`config.mk`:
```
export PLATFORM = sky130hd
export DESIGN_NAME = binary_image_quadtree_builder_flat
export DESIGN_NICKNAME = d
export VERILOG_FILES = /design/src/hdl/biqt_pkg.sv /design/src/hdl/biqt_ifs.sv /design/src/hdl/binary_image_quadtree_builder.sv /design/src/hdl/biqt_cell.sv /design/src/flat_wrapper.sv
export SDC_FILE = /design/constraint.sdc
export NUM_CORES = 1
export LEC_CHECK = 0
export BUFFER_PORTS_ARGS = -buffer_cell sky130_fd_sc_hd__buf_2
export CORE_MARGIN = 1.5
export CORE_UTILIZATION = 56
export DETAILED_ROUTE_END_ITERATION = 8
export GPL_TIMING_DRIVEN = 0
export PLACE_DENSITY = 0.79
export SKIP_CTS_REPAIR_TIMING = 1
export SYNTH_ARGS = -nofsm -noshare
export SYNTH_HDL_FRONTEND = slang
export SYNTH_SLANG_ARGS = --single-unit
```
`constraint.sdc`:
```
create_clock -name clk -period 3.7 [get_ports clk]
set_clock_uncertainty 0.15 [all_clocks]
set_input_delay 0.555 -clock clk [delete_from_list [all_inputs] [get_ports clk]]
set_output_delay 0.555 -clock clk [all_outputs]
set_load 0.005 [all_outputs]
```
`src/hdl/biqt_pkg.sv`:
```
// ----------------------------------------------------------------------------
// biqt_pkg
// Shared types and constants for the binary image quadtree builder.
// ----------------------------------------------------------------------------
package biqt_pkg;

    localparam int CFG_W  = 4;
    localparam int COLOR_W = 2;
    localparam int KIDS_W = 4 * COLOR_W;
    localparam int COORD_W = 8;
    localparam int SIDE_W = 9;

    localparam logic [CFG_W-1:0] SIDE_LOG2_RST = 4'd8;

    localparam logic [COLOR_W-1:0] COLOR_WHITE = 2'd0;
    localparam logic [COLOR_W-1:0] COLOR_BLACK = 2'd1;
    localparam logic [COLOR_W-1:0] COLOR_MIXED = 2'd2;
    localparam logic [COLOR_W-1:0] NO_KID      = 2'd3;

    localparam logic [1:0] POS_SE = 2'd3;

    typedef logic [COLOR_W-1:0] color_t;
    typedef logic [KIDS_W-1:0]  kids_t;

    // node token travelling along the cell chain
    typedef struct packed {
        logic   valid;
        color_t color;
        kids_t  kids;
        logic   has_kids;
    } tok_t;

endpackage

```
`src/hdl/biqt_ifs.sv`:
```
// ----------------------------------------------------------------------------
// biqt_ifs
// Valid/ready channels: pixel words in, node record words out.
// ----------------------------------------------------------------------------
interface biqt_pixel_if;
    logic valid;
    logic ready;
    logic pixel;

    modport source (output valid, output pixel, input ready);
    modport sink   (input valid, input pixel, output ready);
endinterface

interface biqt_node_if;
    logic                          valid;
    logic                          ready;
    logic [biqt_pkg::COLOR_W-1:0]  node_color;
    logic [biqt_pkg::COORD_W-1:0]  upper_row;
    logic [biqt_pkg::COORD_W-1:0]  upper_col;
    logic [biqt_pkg::SIDE_W-1:0]   node_side;
    logic [biqt_pkg::COLOR_W-1:0]  nw_kid;
    logic [biqt_pkg::COLOR_W-1:0]  ne_kid;
    logic [biqt_pkg::COLOR_W-1:0]  sw_kid;
    logic [biqt_pkg::COLOR_W-1:0]  se_kid;
    logic                          last_of_run;
    logic                          root_done;

    modport source (output valid, output node_color, output upper_row, output upper_col,
                    output node_side, output nw_kid, output ne_kid, output sw_kid,
                    output se_kid, output last_of_run, output root_done, input ready);
    modport sink   (input valid, input node_color, input upper_row, input upper_col,
                    input node_side, input nw_kid, input ne_kid, input sw_kid,
                    input se_kid, input last_of_run, input root_done, output ready);
endinterface

```
`src/hdl/binary_image_quadtree_builder.sv`:
```
// ----------------------------------------------------------------------------
// binary_image_quadtree_builder
// Region quadtree over a square binary image fed in quadrant order; emits
// each leaf and every completed parent in post-order.
//
//   channel   dir  handshake      word
//   pixels    in   valid/ready    pixel
//   nodes     out  valid/ready    node record
//   cfg       in   cfg_wr_en      side_log2
//
// A pixel yields R = 1 .. n+1 records; the token walks the level-cell
// chain one cell, one record, per cycle while the output is not stalled.
// The next pixel is taken once the last record of the run is registered.
// A stalled output holds the token in its cell.
// Reset: control only, no clearing pass; kid stores fill before use.
// ----------------------------------------------------------------------------
module binary_image_quadtree_builder #(
    parameter int MAX_SIDE_LOG2 = 8
) (
    input  logic                       clk,
    input  logic                       rst_n,
    input  logic                       cfg_wr_en,
    input  logic [biqt_pkg::CFG_W-1:0] cfg_wr_data,
    biqt_pixel_if.sink                 pixels,
    biqt_node_if.source                nodes
);
    import biqt_pkg::*;

    localparam int LVL_W = $clog2(MAX_SIDE_LOG2 + 1);
    localparam int IDX_W = 2 * MAX_SIDE_LOG2;

    logic [CFG_W-1:0]         side_log2_reg;
    logic [IDX_W-1:0]         pixel_count_reg;
    logic [IDX_W-1:0]         pixel_count_next;
    logic [LVL_W-1:0]         level_reg;
    logic [LVL_W-1:0]         level_next;
    logic [LVL_W-1:0]         n_eff;
    logic [IDX_W-1:0]         mask;
    logic [IDX_W-1:0]         idx;
    logic [MAX_SIDE_LOG2-1:0] row_full;
    logic [MAX_SIDE_LOG2-1:0] col_full;

    tok_t                     chain [0:MAX_SIDE_LOG2+1];
    tok_t                     recs  [0:MAX_SIDE_LOG2];
    tok_t                     sel;
    logic                     handoff_any;
    logic                     busy;
    logic                     out_free;
    logic                     emit;
    logic                     accept;

    logic                     out_valid_reg;
    color_t                   color_reg;
    logic [COORD_W-1:0]       row_reg;
    logic [COORD_W-1:0]       col_reg;
    logic [SIDE_W-1:0]        side_reg;
    kids_t                    kids_reg;
    logic                     last_reg;
    logic                     root_reg;

    always_comb
    begin
        if (int'(side_log2_reg) > MAX_SIDE_LOG2)
        begin
            n_eff = LVL_W'(MAX_SIDE_LOG2);
        end
        else
        begin
            n_eff = LVL_W'(side_log2_reg);
        end
        for (int i = 0; i < IDX_W; i++)
        begin
            mask[i] = (i < 2 * int'(n_eff));
        end
        idx = pixel_count_reg & mask;
        for (int i = 0; i < MAX_SIDE_LOG2; i++)
        begin
            col_full[i] = (i >= int'(level_reg)) ? idx[2*i]   : 1'b0;
            row_full[i] = (i >= int'(level_reg)) ? idx[2*i+1] : 1'b0;
        end
    end

    assign chain[0].valid    = accept;
    assign chain[0].color    = {1'b0, pixels.pixel};
    assign chain[0].kids     = '0;
    assign chain[0].has_kids = 1'b0;

    for (genvar l = 0; l <= MAX_SIDE_LOG2; l++)
    begin : g_cell
        logic [1:0] pos;
        if (l < MAX_SIDE_LOG2)
        begin : g_pos
            assign pos = idx[2*l+1:2*l];
        end
        else
        begin : g_top
            assign pos = 2'b00;
        end
        biqt_cell u_cell (
            .clk     (clk),
            .rst_n   (rst_n),
            .step    (out_free),
            .last    (n_eff == LVL_W'(l)),
            .pos     (pos),
            .tok_in  (chain[l]),
            .tok_out (chain[l+1]),
            .rec     (recs[l])
        );
    end

    always_comb
    begin
        sel = '0;
        handoff_any = 1'b0;
        for (int l = 0; l <= MAX_SIDE_LOG2; l++)
        begin
            if (recs[l].valid)
            begin
                sel = sel | recs[l];
            end
            handoff_any = handoff_any | chain[l+1].valid;
        end
        busy     = sel.valid;
        out_free = !out_valid_reg || nodes.ready;
        emit     = busy && out_free;
        accept   = pixels.valid && !busy;

        level_next = level_reg;
        if (accept)
        begin
            level_next = '0;
        end
        else if (emit && handoff_any)
        begin
            level_next = level_reg + LVL_W'(1);
        end

        pixel_count_next = pixel_count_reg;
        if (cfg_wr_en)
        begin
            pixel_count_next = '0;
        end
        else if (emit && !handoff_any)
        begin
            pixel_count_next = (idx + IDX_W'(1)) & mask;
        end
    end

    always_ff @(posedge clk or negedge rst_n)
    begin
        if (!rst_n)
        begin
            side_log2_reg   <= SIDE_LOG2_RST;
            pixel_count_reg <= '0;
            level_reg       <= '0;
            out_valid_reg   <= 1'b0;
        end
        else
        begin
            if (cfg_wr_en)
            begin
                side_log2_reg <= cfg_wr_data;
            end
            pixel_count_reg <= pixel_count_next;
            level_reg       <= level_next;
            if (out_free)
            begin
                out_valid_reg <= emit;
            end
        end
    end

    always_ff @(posedge clk)
    begin
        if (emit)
        begin
            color_reg <= sel.color;
            row_reg   <= COORD_W'(row_full);
            col_reg   <= COORD_W'(col_full);
            side_reg  <= SIDE_W'(1) << level_reg;
            kids_reg  <= sel.has_kids ? sel.kids : {4{NO_KID}};
            last_reg  <= !handoff_any;
            root_reg  <= (level_reg == n_eff);
        end
    end

    assign pixels.ready      = !busy;
    assign nodes.valid       = out_valid_reg;
    assign nodes.node_color  = color_reg;
    assign nodes.upper_row   = row_reg;
    assign nodes.upper_col   = col_reg;
    assign nodes.node_side   = side_reg;
    assign nodes.nw_kid      = kids_reg[1:0];
    assign nodes.ne_kid      = kids_reg[3:2];
    assign nodes.sw_kid      = kids_reg[5:4];
    assign nodes.se_kid      = kids_reg[7:6];
    assign nodes.last_of_run = last_reg;
    assign nodes.root_done   = root_reg;

endmodule

```
`src/hdl/biqt_cell.sv`:
```
// ----------------------------------------------------------------------------
// biqt_cell
// One tree level: holds the node token at this level and the kid colors
// gathered so far; hands the parent token on when the fourth kid lands.
// ----------------------------------------------------------------------------
module biqt_cell (
    input  logic          clk,
    input  logic          rst_n,
    input  logic          step,
    input  logic          last,
    input  logic [1:0]    pos,
    input  biqt_pkg::tok_t tok_in,
    output biqt_pkg::tok_t tok_out,
    output biqt_pkg::tok_t rec
);
    import biqt_pkg::*;

    tok_t   tok_reg;
    tok_t   tok_next;
    kids_t  kids_reg;
    kids_t  kids_next;
    kids_t  kids_new;
    logic   fire;
    logic   wr;
    color_t k0;
    color_t k1;
    color_t k2;
    color_t k3;

    always_comb
    begin
        kids_new = kids_reg;
        kids_new[{pos, 1'b0} +: COLOR_W] = tok_reg.color;
        fire = tok_reg.valid && step;
        wr   = fire && !last;
        k0 = kids_new[1:0];
        k1 = kids_new[3:2];
        k2 = kids_new[5:4];
        k3 = kids_new[7:6];

        kids_next = wr ? kids_new : kids_reg;

        tok_out.valid = wr && (pos == POS_SE);
        tok_out.kids  = kids_new;
        if (k0 == k1 && k1 == k2 && k2 == k3 && k0 != COLOR_MIXED)
        begin
            tok_out.color    = k0;
            tok_out.has_kids = 1'b0;
        end
        else
        begin
            tok_out.color    = COLOR_MIXED;
            tok_out.has_kids = 1'b1;
        end

        tok_next = tok_reg;
        if (tok_in.valid)
        begin
            tok_next = tok_in;
        end
        else if (fire)
        begin
            tok_next.valid = 1'b0;
        end
    end

    always_ff @(posedge clk or negedge rst_n)
    begin
        if (!rst_n)
        begin
            tok_reg <= '0;
        end
        else
        begin
            tok_reg <= tok_next;
        end
    end

    always_ff @(posedge clk)
    begin
        kids_reg <= kids_next;
    end

    assign rec = tok_reg;

endmodule

```
`src/flat_wrapper.sv`:
```
// flat-port wrapper written by rule: the top's interface ports become plain ports
module binary_image_quadtree_builder_flat import biqt_pkg::*;
#(
    parameter int MAX_SIDE_LOG2 = 8
)
  (clk, rst_n, cfg_wr_en, cfg_wr_data, pixels_valid, pixels_pixel, pixels_ready, nodes_valid, nodes_node_color, nodes_upper_row, nodes_upper_col, nodes_node_side, nodes_nw_kid, nodes_ne_kid, nodes_sw_kid, nodes_se_kid, nodes_last_of_run, nodes_root_done, nodes_ready);
  biqt_pixel_if pixels_i ();
  biqt_node_if nodes_i ();
  input  logic clk;
  input  logic rst_n;
  input  logic cfg_wr_en;
  input  logic [biqt_pkg::CFG_W-1:0] cfg_wr_data;
  input wire logic [$bits(pixels_i.valid)-1:0] pixels_valid;
  input wire logic [$bits(pixels_i.pixel)-1:0] pixels_pixel;
  output wire logic [$bits(pixels_i.ready)-1:0] pixels_ready;
  output wire logic [$bits(nodes_i.valid)-1:0] nodes_valid;
  output wire logic [$bits(nodes_i.node_color)-1:0] nodes_node_color;
  output wire logic [$bits(nodes_i.upper_row)-1:0] nodes_upper_row;
  output wire logic [$bits(nodes_i.upper_col)-1:0] nodes_upper_col;
  output wire logic [$bits(nodes_i.node_side)-1:0] nodes_node_side;
  output wire logic [$bits(nodes_i.nw_kid)-1:0] nodes_nw_kid;
  output wire logic [$bits(nodes_i.ne_kid)-1:0] nodes_ne_kid;
  output wire logic [$bits(nodes_i.sw_kid)-1:0] nodes_sw_kid;
  output wire logic [$bits(nodes_i.se_kid)-1:0] nodes_se_kid;
  output wire logic [$bits(nodes_i.last_of_run)-1:0] nodes_last_of_run;
  output wire logic [$bits(nodes_i.root_done)-1:0] nodes_root_done;
  input wire logic [$bits(nodes_i.ready)-1:0] nodes_ready;
  assign pixels_i.valid = pixels_valid;
  assign pixels_i.pixel = pixels_pixel;
  assign pixels_ready = pixels_i.ready;
  assign nodes_valid = nodes_i.valid;
  assign nodes_node_color = nodes_i.node_color;
  assign nodes_upper_row = nodes_i.upper_row;
  assign nodes_upper_col = nodes_i.upper_col;
  assign nodes_node_side = nodes_i.node_side;
  assign nodes_nw_kid = nodes_i.nw_kid;
  assign nodes_ne_kid = nodes_i.ne_kid;
  assign nodes_sw_kid = nodes_i.sw_kid;
  assign nodes_se_kid = nodes_i.se_kid;
  assign nodes_last_of_run = nodes_i.last_of_run;
  assign nodes_root_done = nodes_i.root_done;
  assign nodes_i.ready = nodes_ready;
  binary_image_quadtree_builder #(.MAX_SIDE_LOG2(MAX_SIDE_LOG2)) u_core (.clk(clk), .rst_n(rst_n), .cfg_wr_en(cfg_wr_en), .cfg_wr_data(cfg_wr_data), .pixels(pixels_i), .nodes(nodes_i));
endmodule
```
==> flow_metrics.tcl, run 1 <==
set metrics [dict create \
    outcome "completed" \
    wl_per_cell_um 21.44 \
    core_mm2 0.01959 \
    clock_sinks 224 \
    final_util_pct 66.05 \
    cts_buffer_depth 3 \
    ir_drop_v 0.0003229 \
    dpl.hpwl_um 21500 \
    grt_max_degree 73 \
    drv_slew 0 \
    ys_warn_count 0 \
    drt_pass1_iterations 7 \
    ios 49 \
    cts_root_buffer "clkbuf_16" \
    slew_headroom_pct 48.25 \
    gp_congestion 0.9610 \
    die_w_um 144.9 \
    finalCriticalPeriod_ns 3.642 \
    antenna_found_initial 1 \
    rsz0062_at_grt "yes" \
    clock_latency_ns 0.52 \
    hold_viol_final 0 \
    cts_inserted_buffers 24 \
    syn2layout_area_growth_pct 14.80 \
    critical_path.startpoint_type "flop" \
    cts_tree "done" \
    clkTransAtPathRegs_ns 0.06 \
    cap_viol_max_count 0 \
    postSynth.asyncResetShare_pct 54.91 \
    htreeDepth 1 \
    setup.worst_path.class "flop to flop" \
    gr-usage-all-layers_pct 29.23 \
    syn_area_per_cell_um2 10.95 \
    overflow 0 \
    port_buffers 48 \
    syn-cell-area_mm2 0.01127 \
    routed_wl_um 29760 \
    stdcell_count 1388 \
    tightest_slew_ns 0.7763 \
    drc_errors 0 \
    die_area_mm2 0.02099 \
    power.leakage_nw 5.414 \
    cp_data_required_time_ns 3.98 \
    synth_nets 1087 \
    drt_iter0_markers 980 \
    largest_reg_flops 98 \
    drt.antenna.violating_nets 0 \
    die_h_um 144.9 \
    min-delay-path-class "primary input to flop" \
    setup_slack_ns 0.05763 \
    endpoint_kind "flop" \
    max_freq_mhz 274.5 \
    ys_ff_latch 224 \
    powerDensity_mw_per_mm2 422.7 \
    crit_fanout 10 \
    rows 51 \
    netlist_instances 1029 \
    initial_utilization_pct 57.54 \
    drive_gt1_share_pct 15.95 \
    setup_viol 0 \
    report.power.total_w 0.005470 \
    fin_setup_tns_ns 0 \
    vias 8680 \
    yosysSeqAreaShare_pct 54.22 \
    yosysUniqueCellTypes 72 \
    finalCritPeriodShare_pct 98.44 \
    dpl.cell_count 1344 \
    ys.flop_type "dfrtp_1" \
    grt_pass1_vias 8344 \
    avgViaCountPerCell 6.254 \
    grt_pass1_wl_um 45990 \
    finalNetCount 1163 \
    dp_slack_ns -0.7893 \
    cp.arrival_ns 3.92 \
    synth_edf_count 101 \
]
## routing by layer
layer  GRT usage [%]  wire length (um)
met5               0                 0
met4           12.71              1437
met3           6.120              2567
met2           46.32             13560
met1           39.09             12200
## path summary, 6_finish.rpt
check                      slack, ns                                  startpoint  cells after the start                                          end
max                             0.06         u_core.side_log2_reg[3]$_DFFE_PN1P_                     11   u_core.g_cell[5].u_cell.rec[0]$_DFFE_PN0P_
min                             0.13                              cfg_wr_data[3]                      2          u_core.side_log2_reg[3]$_DFFE_PN1P_
max reg2reg                     0.06         u_core.side_log2_reg[3]$_DFFE_PN1P_                     11   u_core.g_cell[5].u_cell.rec[0]$_DFFE_PN0P_
min reg2reg                     0.34  u_core.g_cell[5].u_cell.rec[4]$_DFFE_PN0P_                      2   u_core.g_cell[5].u_cell.rec[4]$_DFFE_PN0P_
max in group asynchronous       2.26                                       rst_n                      3  u_core.g_cell[6].u_cell.rec[10]$_DFFE_PN0P_
min in group asynchronous       0.40                                       rst_n                      2  u_core.g_cell[2].u_cell.rec[10]$_DFFE_PN0P_
## where the power goes
group	switching (W)	internal [W]
sequential	0.0000423	0.00268
clock	0.000959	0.00138
combinational	0.000267	0.000133
total	0.00127	0.00420
## layout by cell type, fill, tap and decap left out, types with 7 or more instances in the layout
| cell | instances |
|---|---|
| and3b_1 | 10 |
| and2_1 | 15 |
| a22oi_1 | 29 |
| inv_1 | 83 |
| nor4_1 | 11 |
| mux2_2 | 23 |
| clkbuf_16 | 25 |
| a31oi_1 | 27 |
| nand3_1 | 23 |
| a31o_2 | 7 |
| ha_1 | 45 |
| or4_1 | 13 |
| a221oi_1 | 9 |
| a22o_1 | 12 |
| nand2b_1 | 8 |
| clkbuf_1 | 35 |
| a21oi_1 | 25 |
| nand4_1 | 21 |
| edfxtp_1 | 101 |
| dfrtp_1 | 120 |
| nor2b_1 | 57 |
| and3_1 | 9 |
| a41oi_1 | 7 |
| buf_2 | 53 |
| o21ai_0 | 53 |
| nor2_1 | 40 |
| nand2_1 | 91 |
## cell families (layout without fill, tap and decap cells)
family | count (synthesis) | after routing | synth area share (%)
buf+inv | 130 | 223 | 4.629
compound gates | 245 | 245 | 15.51
mux | 27 | 27 | 2.653
fa+ha+maj | 48 | 48 | 5.328
xor+xnor | 5 | 5 | 0.3886
simple gates | 350 | 350 | 17.27
flops | 224 | 224 | 54.22
other cells | 0 | 1 | 0
## per-stage QoR
step	instance area, um2	hold slack (ns)
6_report	12940	0.1279
5_1_grt	12940	0.1291
4_1_cts	12670	-0.1498
3_5_place_dp	11910	0.3207
3_3_place_gp	11840	0.3130
2_1_floorplan	11270	0.1094
## worst max-delay path, stage by stage, from the launching register on
cell	delay, ns
dfstp_2	0.56
buf_4	0.20
clkbuf_4	0.25
nor2_1	0.11
nor2_1	0.21
nand2_2	0.21
ha_1	0.37
nor4_4	0.48
a41oi_1	0.31
and4_1	0.30
o221a_2	0.22
o21ai_0	0.17
## synth_stat cells, types with 10 or more instances
cell | number | area share (%)
dfrtp_1 | 122 | 27
edfxtp_1 | 101 | 27
nand2_1 | 96 | 3.2
inv_1 | 83 | 2.8
nor2b_1 | 57 | 3.2
o21ai_0 | 54 | 2.4
ha_1 | 48 | 5.3
nor2_1 | 41 | 1.4
a22oi_1 | 31 | 2.1
a31oi_1 | 30 | 1.7
clkbuf_1 | 30 | 1.0
a21oi_1 | 26 | 1.2
mux2_2 | 23 | 2.3
nand3_1 | 23 | 1.0
nand4_1 | 21 | 1.2
and2_1 | 15 | 0.83
nor4_1 | 14 | 0.78
or4_1 | 13 | 0.87
a22o_1 | 12 | 0.93
and3b_1 | 10 | 0.78
nand2b_1 | 10 | 0.56
## final cells by class
type | instances | area, um2
buffer | 41 | 191.4
clock inverter | 5 | 47.55
clock buffer | 38 | 714.4
timing repair buffer | 53 | 319.1
inverter | 86 | 325.3
multi-input combinational | 675 | 4893
sequential | 224 | 6115
tap | 265 | 331.6
fill | 1482 | 6650
antenna | 1 | 2.502
Power figures use the tool's default switching activity.
==> run 2: changes to the inputs <==
REMOVE_ABC_BUFFERS = 1   (was not set)
SKIP_LAST_GASP = 1   (was not set)
==> run 2 against run 1 <==
Against the previous run: clock-buffer cell count fell by 12; routed wire length fell by 1.1%; flip-flop and latch count did not move; first-iteration DRC count decreased by 3.0%; global-route usage shrank 1.2 points; via count barely moved; critical endpoint is now u_core.pixel_count_reg[14]$_DFFE_PN0P_; largest cell class unchanged; largest power group unchanged.
==> flow_metrics.tcl, run 2 (synthesis results as in run 1) <==
set metrics [dict create \
    r2r-start "u_core.side_log2_reg[3]$_DFFE_PN1P_" \
    clkTransAtPathRegs_ns 0.06 \
    routed_wl_um 29430 \
    rrSetupSlack_ns 0.07 \
    final_util_pct 65.60 \
    antenna_found_initial 0 \
    cap_viol_max_count 0 \
    slowest_stage "o2111ai_2" \
    drv_slew 0 \
    initial_utilization_pct 57.54 \
    gp_congestion 0.9161 \
    grt_pass1_vias 7872 \
    die_h_um 144.9 \
    cts_tree "done" \
    fin_setup_tns_ns 0 \
    die_area_mm2 0.02099 \
    hold_viol_final 0 \
    core_mm2 0.01959 \
    drt.antenna.violating_nets 0 \
    port_buffers 48 \
    rows 51 \
    outcome "completed" \
    setup_viol 0 \
    powerDensity_mw_per_mm2 436.1 \
    overflow 0 \
    gr-usage-all-layers_pct 28.00 \
    max_freq_mhz 275.8 \
    cp_data_required_time_ns 3.99 \
    tightest_slew_ns 1.390 \
    worst-path-stages 7 \
    power.leakage_nw 5.393 \
    path_cells "buf_6 -> nand2b_1 -> o2111ai_2 -> and4_4 -> nand3_4 -> or4b_1 -> a31oi_1" \
    wl_per_cell_um 21.65 \
    crit_fanout 18 \
    avgViaCountPerCell 6.392 \
    finalCritPeriodShare_pct 98.00 \
    setup.worst_path.class "flop to flop" \
    ios 49 \
    endpoint_kind "flop" \
    finalNetCount 1134 \
    syn2layout_area_growth_pct 14.01 \
    holdWs_ns 0.1114 \
    rr_worst_depth 7 \
    mostFrequentLayoutCell "dfrtp_1" \
    drt_pass1_iterations 6 \
    slowest_delay_ns 0.77 \
    cp.arrival_ns 3.91 \
    place_area_mm2 0.01171 \
    vias 8687 \
    layout_common_cells "119 x dfrtp_1, 101 x edfxtp_1, 93 x nand2_1, 83 x inv_1, 57 x nor2b_1" \
    die_w_um 144.9 \
    dpl.hpwl_um 20020 \
    cp_top_family "simple AND/OR/NAND/NOR gates" \
    drc_errors 0 \
    grt_pass1_wl_um 44230 \
    timing.rr.end "u_core.pixel_count_reg[14]$_DFFE_PN0P_" \
    htreeDepth 1 \
    cts_root_buffer "clkbuf_16" \
    drive_gt1_share_pct 16.45 \
    cts_inserted_buffers 24 \
    min-delay-path-class "primary input to flop" \
    cp-endpoint "u_core.pixel_count_reg[14]$_DFFE_PN0P_" \
    slew_headroom_pct 7.337 \
    insertedDiodeCount 0 \
    largest_reg_flops 98 \
    clock_latency_ns 0.52 \
    ir_drop_v 0.0002825 \
    drt_iter0_markers 951 \
    critical_path.startpoint_type "flop" \
    cts_buffer_depth 3 \
    clock_sinks 224 \
    stdcell_area_mm2 0.01285 \
    grt_max_degree 66 \
    finalCriticalPeriod_ns 3.626 \
    crit_path_start "u_core.side_log2_reg[3]$_DFFE_PN1P_" \
    critPathBufInv 1 \
]
## run 2: area by class of cell
type | instances | area, um2
well taps | 265 | 331.6
clock buffers | 26 | 629.4
inverters | 86 | 325.3
clock inverters | 18 | 181.4
flip-flops and latches | 224 | 6125
repair buffers | 64 | 405.4
fillers | 1466 | 6739
multi-input cells | 676 | 4853
## run 2: worst min-delay path by stage
stage / end / slack, ns / depth (start not counted) / from
floorplan: u_core.g_cell[0].u_cell.rec[11]$_DFFE_PN0P_ / 0.11 / 0 / rst_n
global placement: u_core.g_cell[4].u_cell.rec[7]$_DFFE_PN0P_ / 0.31 / 2 / u_core.g_cell[4].u_cell.rec[7]$_DFFE_PN0P_
detailed placement: u_core.g_cell[4].u_cell.rec[7]$_DFFE_PN0P_ / 0.32 / 2 / u_core.g_cell[4].u_cell.rec[7]$_DFFE_PN0P_
CTS: u_core.side_log2_reg[1]$_DFFE_PN0P_ / -0.09 / 1 / rst_n
global route: u_core.side_log2_reg[0]$_DFFE_PN0P_ / 0.11 / 2 / cfg_wr_data[0]
finish: u_core.side_log2_reg[0]$_DFFE_PN0P_ / 0.11 / 2 / cfg_wr_data[0]
## run 2: stage by stage
| step | setup WS [ns] | total power, W | cells |
|---|---|---|---|
| floorplan | -0.4044 | 0.002955 | 985 |
| CTS | -1.085 | 0.005564 | 1344 |
| global route | -0.01864 | 0.005757 | 1359 |
| detailed placement | -1.030 | 0.003133 | 1300 |
| global placement | -2.541 | 0.003114 | 1298 |
| finish | 0.07413 | 0.005604 | 1359 |
## run 2: routing by layer
layer,wire length [um],share of wire (%),track usage [%]
met5,0,0,0
met3,3226,11,6.351
met4,1305,4.4,11.48
met1,11950,41,39.65
met2,12940,44,41.73
## run 2: power by group
group          switching, W  total, W  leakage [nW]  internal, W
clock network       0.00102   0.00246         0.383      0.00144
logic              0.000266  0.000389          2.49     0.000122
registers         0.0000665   0.00275          2.51      0.00269
